File: src/hw/rtl/sdf_pkg.sv
package sdf_pkg;

    localparam int IDX_WIDTH      = 9;
    localparam int IN_WIDTH       = 16;
    localparam int OUT_WIDTH      = 48;
    localparam int TAPCNT_WIDTH   = 9;
    localparam int DECIM_WIDTH    = 3;
    localparam int PKTLEN_WIDTH   = 16;
    localparam int CFG_IDX_WIDTH  = 2;
    localparam int CFG_DATA_WIDTH = 16;

    localparam logic OP_SAMPLE = 1'b0;
    localparam logic OP_COEFF  = 1'b1;

    localparam logic [CFG_IDX_WIDTH-1:0] CFG_TAP_COUNT     = 2'd0;
    localparam logic [CFG_IDX_WIDTH-1:0] CFG_DECIMATION    = 2'd1;
    localparam logic [CFG_IDX_WIDTH-1:0] CFG_PACKET_LENGTH = 2'd2;

    localparam logic [TAPCNT_WIDTH-1:0] TAPCNT_RESET = 9'd127;
    localparam logic [DECIM_WIDTH-1:0]  DECIM_RESET  = 3'd1;
    localparam logic [PKTLEN_WIDTH-1:0] PKTLEN_RESET = 16'd256;

    typedef struct packed {
        logic [TAPCNT_WIDTH-1:0] tap_count_m1;
        logic [DECIM_WIDTH-1:0]  decimation;
        logic [PKTLEN_WIDTH-1:0] packet_length;
    } sdf_cfg_t;

    typedef struct packed {
        logic mem_clear;
        logic coeff_wr;
        logic sample_wr;
        logic tap_rd;
        logic tap_first;
        logic load_left;
        logic load_right;
    } sdf_cmd_t;

    typedef struct packed {
        logic mac_busy;
        logic out_free;
    } sdf_status_t;

endpackage

File: src/hw/rtl/sdf_ctrl.sv
module sdf_ctrl
    import sdf_pkg::*;
#(
    parameter int MAX_TAPS = 512
) (
    input  logic                          clk,
    input  logic                          rst_n,
    input  logic                          in_valid,
    output logic                          in_ready,
    input  logic                          opcode,
    input  logic [IDX_WIDTH-1:0]          coeff_index,
    input  sdf_cfg_t                      cfg,
    input  sdf_status_t                   status,
    output sdf_cmd_t                      cmd,
    output logic [$clog2(MAX_TAPS)-1:0]   wr_addr,
    output logic [$clog2(MAX_TAPS)-1:0]   coeff_rd_addr,
    output logic [$clog2(MAX_TAPS)-1:0]   delay_rd_addr
);

    localparam int AW = $clog2(MAX_TAPS);
    localparam logic [AW-1:0] LAST_ADDR = AW'(MAX_TAPS - 1);

    localparam logic [2:0] ST_CLEAR  = 3'd0;
    localparam logic [2:0] ST_IDLE   = 3'd1;
    localparam logic [2:0] ST_MAC    = 3'd2;
    localparam logic [2:0] ST_DRAIN  = 3'd3;
    localparam logic [2:0] ST_EMIT_L = 3'd4;
    localparam logic [2:0] ST_EMIT_R = 3'd5;

    logic [2:0]             state_reg, state_next;
    logic [AW-1:0]          clr_addr_reg, clr_addr_next;
    logic [AW-1:0]          wp_reg, wp_next;
    logic [AW-1:0]          tap_reg, tap_next;
    logic [AW-1:0]          rd_addr_reg, rd_addr_next;
    logic [DECIM_WIDTH-1:0] decim_reg, decim_next;

    logic                   accept;
    logic                   coeff_ok;
    logic [DECIM_WIDTH-1:0] decim_inc;
    logic                   fire;
    logic [AW-1:0]          last_tap;
    logic [AW-1:0]          wp_inc;
    logic [AW-1:0]          rd_dec;

    assign in_ready  = (state_reg == ST_IDLE);
    assign accept    = in_valid && in_ready;
    assign coeff_ok  = 32'(coeff_index) < MAX_TAPS;
    assign decim_inc = decim_reg + 1'b1;
    assign fire      = decim_inc >= cfg.decimation;
    assign last_tap  = (32'(cfg.tap_count_m1) >= MAX_TAPS) ? LAST_ADDR
                                                            : AW'(cfg.tap_count_m1);
    assign wp_inc    = (wp_reg == LAST_ADDR) ? '0 : wp_reg + 1'b1;
    assign rd_dec    = (rd_addr_reg == '0) ? LAST_ADDR : rd_addr_reg - 1'b1;

    assign coeff_rd_addr = tap_reg;
    assign delay_rd_addr = rd_addr_reg;

    always_comb
    begin
        state_next    = state_reg;
        clr_addr_next = clr_addr_reg;
        wp_next       = wp_reg;
        tap_next      = tap_reg;
        rd_addr_next  = rd_addr_reg;
        decim_next    = decim_reg;
        cmd           = '0;
        wr_addr       = wp_reg;
        unique case (state_reg)
            ST_CLEAR:
            begin
                cmd.mem_clear = 1'b1;
                wr_addr       = clr_addr_reg;
                if (clr_addr_reg == LAST_ADDR)
                begin
                    state_next = ST_IDLE;
                end
                else
                begin
                    clr_addr_next = clr_addr_reg + 1'b1;
                end
            end
            ST_IDLE:
            begin
                if (accept)
                begin
                    if (opcode == OP_COEFF)
                    begin
                        cmd.coeff_wr = coeff_ok;
                        wr_addr      = AW'(coeff_index);
                    end
                    else
                    begin
                        cmd.sample_wr = 1'b1;
                        if (fire)
                        begin
                            decim_next   = '0;
                            tap_next     = '0;
                            rd_addr_next = wp_reg;
                            state_next   = ST_MAC;
                        end
                        else
                        begin
                            decim_next = decim_inc;
                            wp_next    = wp_inc;
                        end
                    end
                end
            end
            ST_MAC:
            begin
                cmd.tap_rd    = 1'b1;
                cmd.tap_first = (tap_reg == '0);
                if (tap_reg == last_tap)
                begin
                    state_next = ST_DRAIN;
                end
                else
                begin
                    tap_next     = tap_reg + 1'b1;
                    rd_addr_next = rd_dec;
                end
            end
            ST_DRAIN:
            begin
                if (!status.mac_busy)
                begin
                    state_next = ST_EMIT_L;
                end
            end
            ST_EMIT_L:
            begin
                if (status.out_free)
                begin
                    cmd.load_left = 1'b1;
                    state_next    = ST_EMIT_R;
                end
            end
            ST_EMIT_R:
            begin
                if (status.out_free)
                begin
                    cmd.load_right = 1'b1;
                    wp_next        = wp_inc;
                    state_next     = ST_IDLE;
                end
            end
            default:
            begin
                state_next = ST_IDLE;
            end
        endcase
    end

    always_ff @(posedge clk or negedge rst_n)
    begin
        if (!rst_n)
        begin
            state_reg    <= ST_CLEAR;
            clr_addr_reg <= '0;
            wp_reg       <= '0;
            tap_reg      <= '0;
            rd_addr_reg  <= '0;
            decim_reg    <= '0;
        end
        else
        begin
            state_reg    <= state_next;
            clr_addr_reg <= clr_addr_next;
            wp_reg       <= wp_next;
            tap_reg      <= tap_next;
            rd_addr_reg  <= rd_addr_next;
            decim_reg    <= decim_next;
        end
    end

endmodule

File: config.mk
export PLATFORM = sky130hd
export DESIGN_NAME = sdf_ctrl
export DESIGN_NICKNAME = d
export VERILOG_FILES = /design/src/hw/rtl/sdf_pkg.sv /design/src/hw/rtl/sdf_ctrl.sv
export SDC_FILE = /design/constraint.sdc
export NUM_CORES = 1
export LEC_CHECK = 0
export ABC_AREA = 1
export BUFFER_PORTS_ARGS = -buffer_cell sky130_fd_sc_hd__clkbuf_2
export CAP_MARGIN = 20
export CORE_UTILIZATION = 58
export DETAILED_ROUTE_END_ITERATION = 8
export PLACE_DENSITY = 0.95
export SETUP_SLACK_MARGIN = 0.02
export SKIP_CTS_REPAIR_TIMING = 1
export SLEW_MARGIN = 20
export SYNTH_ARGS = -nofsm -noshare
export SYNTH_HDL_FRONTEND = slang
export SYNTH_SLANG_ARGS = --single-unit
File: constraint.sdc
create_clock -name clk -period 6.15 [get_ports clk]
set_input_delay 0.3075 -clock clk [delete_from_list [all_inputs] [get_ports clk]]
set_output_delay 0.3075 -clock clk [all_outputs]
set_load 0.03 [all_outputs]
# Word-level counts from Yosys, hierarchy flattened
# Cells that the tools add are included.
[word_totals]
reg_bits = 42
latch_bits = 0
ramBits = 0
rom_bits = 0
inputBits = 43
out_inout_bits = 35
elab_cells = 82
mem_count = 0
[classes]
addsub = 5
n_mul = 0
n_div = 0
n_lt_le_gt_ge = 1
n_eq_ne = 18
shifts = 0
muxes = 39
n_bitwise = 2
n_reduce_logical = 11
[ops]
columns = ["operator", "count"]
rows = [
  ["9-bit two-way mux", 16],
  ["9-bit case mux with 2 select lines", 4],
  ["9-bit by 1-bit adder with 9-bit output, second input constant", 3],
  ["3-bit two-way mux", 9],
  ["9-bit equality test, second input constant", 2],
  ["9-bit zero test", 2],
  ["3-bit case mux with 6 select lines", 1],
  ["2-bit inequality test, second input constant", 8],
  ["5-bit AND reduction", 2],
  ["9-bit equality test", 1],
  ["9-bit by 1-bit subtractor with 9-bit output, second input constant", 1],
  ["8-bit AND reduction", 1],
  ["3-bit by 2-bit equality test with 1-bit output, second input constant", 2],
  ["3-bit equality test, second input constant", 2],
  ["1-bit two-way mux", 6],
  ["2-bit two-way mux", 3],
  ["2-bit by 1-bit inequality test with 1-bit output, second input constant", 2],
  ["2-bit nonzero test", 2],
  ["3-bit by 1-bit adder with 3-bit output, second input constant", 1],
  ["3-bit by 1-bit equality test with 1-bit output, second input constant", 1],
  ["3-bit >= comparator", 1],
  ["3-bit zero test", 1],
  ["3-bit AND reduction", 1],
  ["1-bit NOT", 2],
  ["2 further kinds", 2],
]

# Logic depth before layout (Yosys ltp)
[depth]
ltp_word = 6
ltp_mapped = 14
mapped_depth_nobuf = 14

# Least setup slack after synthesis
# No wires, ideal clock.
[synth_path]
path_kind = "reg2out"
from = "register state_reg[1]"
to = "output port wr_addr[0]"
t_arrival_ns = 1.768
required_time_ns = 5.843
setup_slack_ns = 4.075
path_stages_with_launch = 7
path_buffers = 1
cell_sequence = "dfrtp_1 nor2_1 buf_2 inv_1 nor2_2 nand2_1 o211ai_1"
[synth_between]
elab_chain_len = 4
word_cells_on_any_way = 5
cone_classes = "eq/ne (1); mux (2); reduce/logical (2)"
[synth_rtl]
columns = ["element", "line_no", "text"]
rows = [
  ["start, declared", "sdf_ctrl.sv:30", "logic [2:0] state_reg, state_next;"],
  ["start signal, assigned", "sdf_ctrl.sv:167", "state_reg <= state_next;"],
  ["3-bit by 1-bit equality test with 1-bit output", "sdf_ctrl.sv:45, sdf_ctrl.sv:68", ""],
  ["1-bit logical AND", "sdf_ctrl.sv:46", "assign accept = in_valid && in_ready;"],
  ["9-bit two-way mux", "sdf_ctrl.sv:84", "if (accept)"],
  ["9-bit case mux with 2 select lines (*)", "sdf_ctrl.sv:68", "unique case (state_reg)"],
  ["end, declared", "sdf_ctrl.sv:15", "output logic [$clog2(MAX_TAPS)-1:0] wr_addr,"],
]
# Mark *: on every way between the ends. The rest lies on a longest branch, timed or not.

# Worst setup path in the final report
[layout_path]
from = "register state_reg[1]"
to = "output port wr_addr[3]"
# The elaborated chain is that of the path after synthesis.

==> reports/summary.md <==
The cell sitting at the root of the clock tree is a sky130_fd_sc_hd__clkbuf_8. The tools report the final total power as 518 µW. The termination of the worst setup path is wr_addr[3]. After technology mapping, the gate count stands at 412. For the final number of setup-violating endpoints, the log shows 0. The layout net count is 525.

The repair_antennas step left the layout with diodes totalling 0. The die covers 5480 µm². Buffers placed on the I/O ports in this run total 61.

The run finished with clean final reports. The clock arrives with 0.00343 ns of skew. The count of nets left with antenna violations once routing finished came out at 0.

The maximum fanout along the worst path is 11. The tools report the beginning of the critical path as state_reg[1]$_DFFE_PN0P_. The largest stage delay on the critical path came out at 0.61 ns. Final worst setup slack: 3.42 ns.

The tools report the number of global-route vias before repair as 2790. Setup repair after global routing left no endpoint under its margin. The H-tree generated during clock tree synthesis spans 2 levels.

The worst setup path category was flop to primary output. Dividing total power by cell area gives a power density of 151 nW/µm². Commonest non-fill, non-tap cell in the layout: sky130_fd_sc_hd__nand2_1. Summed negative setup slack over all endpoints: 0 ns. The number of cells on the worst reg-to-reg path is 10. For the finished layout, the period the worst path requires is 2.73 ns.

In this run the standard cell core region covers 4850 µm². The final period utilization is 44.4%. During I/O placement, the number of pins put on the boundary was 78. The tools report the worst max-slew margin expressed relative to the limit as 37.1%.

In the global route stage, overall resource usage came out at 28.6%. The average wire length per cell after detail routing was 13.3 µm. Data arrives at the worst endpoint at 2.42 ns.

The tools report the number of antenna violations at the first check in global routing as 0. Sort of element at the end of the critical path: a primary output. The total iterations of the first detailed-routing run was 5. Data on the critical path is required at its endpoint by 5.84 ns. The tools report the utilization after layout as 71.0%. In this run the vertical extent of the chip is 74.0 µm. At the pin with the least slew margin, the transition time is 0.943 ns.

The number of vias per cell works out to 5.45. The clock passes through at most 2 buffers. Counting the fill cells in the layout gives 391. The kind of cell with the highest combined delay along the critical path is simple AND/OR/NAND/NOR gates.

The floorplan step set the die width to 74.0 µm. The final weighted congestion of routability-driven global placement came out at 0.931. The logs give 1.86 nW for the leakage power of the design and 42 for the sink count of the clock tree. Together, buffers and inverters on the worst path number 2. After detailed routing, the number of remaining DRC violations is 0. The minimum setup slack among reg-to-reg paths came out at 3.87 ns. The startpoint identified for the worst register-to-register timing path is decim_reg[0]$_DFFE_PN0P_. Entering global routing, the biggest net connects 43 pins. The master of the slowest instance on the critical path is sky130_fd_sc_hd__nor2_1. The number of warnings reported in the yosys synthesis log is 0. The worst register-to-register path ends at coeff_rd_addr[1]$_DFFE_PN0P_. Clock latency on the worst-skew pair, taken at its later pin, is 0.30 ns. The starting utilization of the core area is 62.1%. The total overflow left after global routing is 0. The kind of start point of the critical path was a flop.

Summing the sequential cell areas from Yosys gives 34.9% of the chip area. The number of max-cap violations is 0. Leaving out fill and tap cells, the most frequent cells in the layout are sky130_fd_sc_hd__nand2_1, sky130_fd_sc_hd__nand3_1, sky130_fd_sc_hd__clkbuf_2. The worst hold-check path type was input port to async pin. Buffers inserted during clock tree synthesis total 5. The row count is 25, and the hold violation total from the final report is 0.

The synthesized netlist contains 35 unique library cells. The synthesized design contains 42 register bits. The area added between synthesis and finish was 14.3%; the average cell area after synthesis was 7.31 µm². Net count of the mapped netlist: 466. The run gives 12.1 mm as the first-pass GRT wire length.

Detailed routing inserted a total of 2939 vias. Summing every instance area after synthesis gives 3010 µm². The max-slew violation total from the final report is 0. The critical path goes through nor2_1 -> inv_1 -> nor2_2 -> nand2_1 -> o211ai_1 -> clkbuf_2. TritonCTS built the clock tree. After the first detailed-routing iteration, the DRC count stood at 211. The clock transition at the register clock pins on the worst setup and hold paths after CTS was 0.08 ns. The final layout contains routed wiring with a total length of 7.15 mm. Derived from the worst setup path, the maximum achievable clock frequency is 0.366 GHz. Of the cells placed in the final design, the portion with a size suffix greater than 1 is 20.6%. The wire-length estimate of the detail-placed layout is 5.22 mm. The run gives 0.123 mV as the peak supply drop.

The tools report the setup slack after placement as 3.76 ns. The number of cells on the critical path came out at 6.
==> worst min path at each step <==
| stage | startpoint | end | slack (ns) | cells past startpoint |
|---|---|---|---|---|
| 2_1_floorplan | rst_n | clr_addr_reg[0]$_DFFE_PN0P_ | 0.01 | 0 |
| 3_3_place_gp | clr_addr_reg[4]$_DFFE_PN0P_ | clr_addr_reg[4]$_DFFE_PN0P_ | 0.48 | 1 |
| 3_5_place_dp | clr_addr_reg[7]$_DFFE_PN0P_ | clr_addr_reg[7]$_DFFE_PN0P_ | 0.49 | 1 |
| 4_1_cts | rst_n | coeff_rd_addr[7]$_DFFE_PN0P_ | 0.21 | 1 |
| 5_1_grt | rst_n | delay_rd_addr[1]$_DFFE_PN0P_ | 0.23 | 1 |
| 6_report | rst_n | coeff_rd_addr[7]$_DFFE_PN0P_ | 0.14 | 1 |
==> final cells by class <==
cell class,count,area [µm²],share of cell area [%]
multi-input cells,313,1710,49.7
clock buffers,5,68.8,2.00
flip-flops and latches,42,1050,30.5
inverters,48,183,5.31
well taps,67,83.8,2.44
clock inverters,3,40.0,1.16
repair buffers,61,305,8.87
==> through the flow <==
stage,instances,area (µm²),hold slack (ns)
floorplan,412,3010,0.0119
global placement,531,3330,0.482
detailed placement,531,3330,0.491
CTS,539,3440,0.209
global route,539,3440,0.226
finish,539,3440,0.138
==> cells by family after synthesis <==
kind of cell    share of synthesized area, %
simple gates                            38.8
buf+inv                                 8.31
flops                                   34.9
compound gates                          6.73
xor+xnor                                6.69
fa+ha+maj                               4.57
==> power breakdown <==
| group | switching [mW] | leakage, nW | internal (mW) |
|---|---|---|---|
| clock network | 0.101 | 0.0579 | 0.120 |
| registers | 0 | 0.531 | 0.276 |
| logic | 0.0121 | 1.27 | 0.00918 |
| total | 0.113 | 1.86 | 0.405 |
==> synthesized netlist by cell type <==
cell,number,share of area (%)
sky130_fd_sc_hd__a21oi_1,5,0.83
sky130_fd_sc_hd__a21oi_2,1,0.29
sky130_fd_sc_hd__a22o_1,2,0.58
sky130_fd_sc_hd__buf_12,1,0.67
sky130_fd_sc_hd__buf_2,5,0.83
sky130_fd_sc_hd__buf_4,1,0.25
sky130_fd_sc_hd__buf_6,1,0.37
sky130_fd_sc_hd__clkbuf_1,1,0.12
sky130_fd_sc_hd__clkinv_1,1,0.12
sky130_fd_sc_hd__dfrtp_1,42,35
sky130_fd_sc_hd__ha_1,11,4.6
sky130_fd_sc_hd__inv_1,44,5.5
sky130_fd_sc_hd__inv_2,2,0.25
sky130_fd_sc_hd__inv_4,1,0.21
sky130_fd_sc_hd__nand2_1,116,14
sky130_fd_sc_hd__nand2_2,11,2.3
sky130_fd_sc_hd__nand2_4,1,0.37
sky130_fd_sc_hd__nand2_8,1,0.67
sky130_fd_sc_hd__nand3_1,60,10
sky130_fd_sc_hd__nand3_2,1,0.33
sky130_fd_sc_hd__nand3_4,2,1.2
sky130_fd_sc_hd__nand3b_2,1,0.37
sky130_fd_sc_hd__nand4_1,4,0.83
sky130_fd_sc_hd__nor2_1,33,4.1
sky130_fd_sc_hd__nor2_2,4,0.83
sky130_fd_sc_hd__nor2_8,2,1.3
sky130_fd_sc_hd__nor3_1,5,0.83
sky130_fd_sc_hd__nor3b_1,4,1.0
sky130_fd_sc_hd__o211ai_1,9,2.2
sky130_fd_sc_hd__o21ai_0,8,1.3
sky130_fd_sc_hd__o21ai_1,7,1.2
sky130_fd_sc_hd__o21ai_2,1,0.29
sky130_fd_sc_hd__or3_1,1,0.21
sky130_fd_sc_hd__xnor2_1,13,3.8
sky130_fd_sc_hd__xor2_1,10,2.9
==> layer usage <==
metal	part of all wire (%)	wire [µm]	vias up	GRT usage (%)
met2	49	3530	111	50.2
li1	-	-	1443	-
met1	44	3120	1374	34.7
met3	5.3	377	11	5.28
met4	1.7	122	0	10.9
met5	0	0	-	0
No activity file was read; power rests on OpenSTA's default activity.
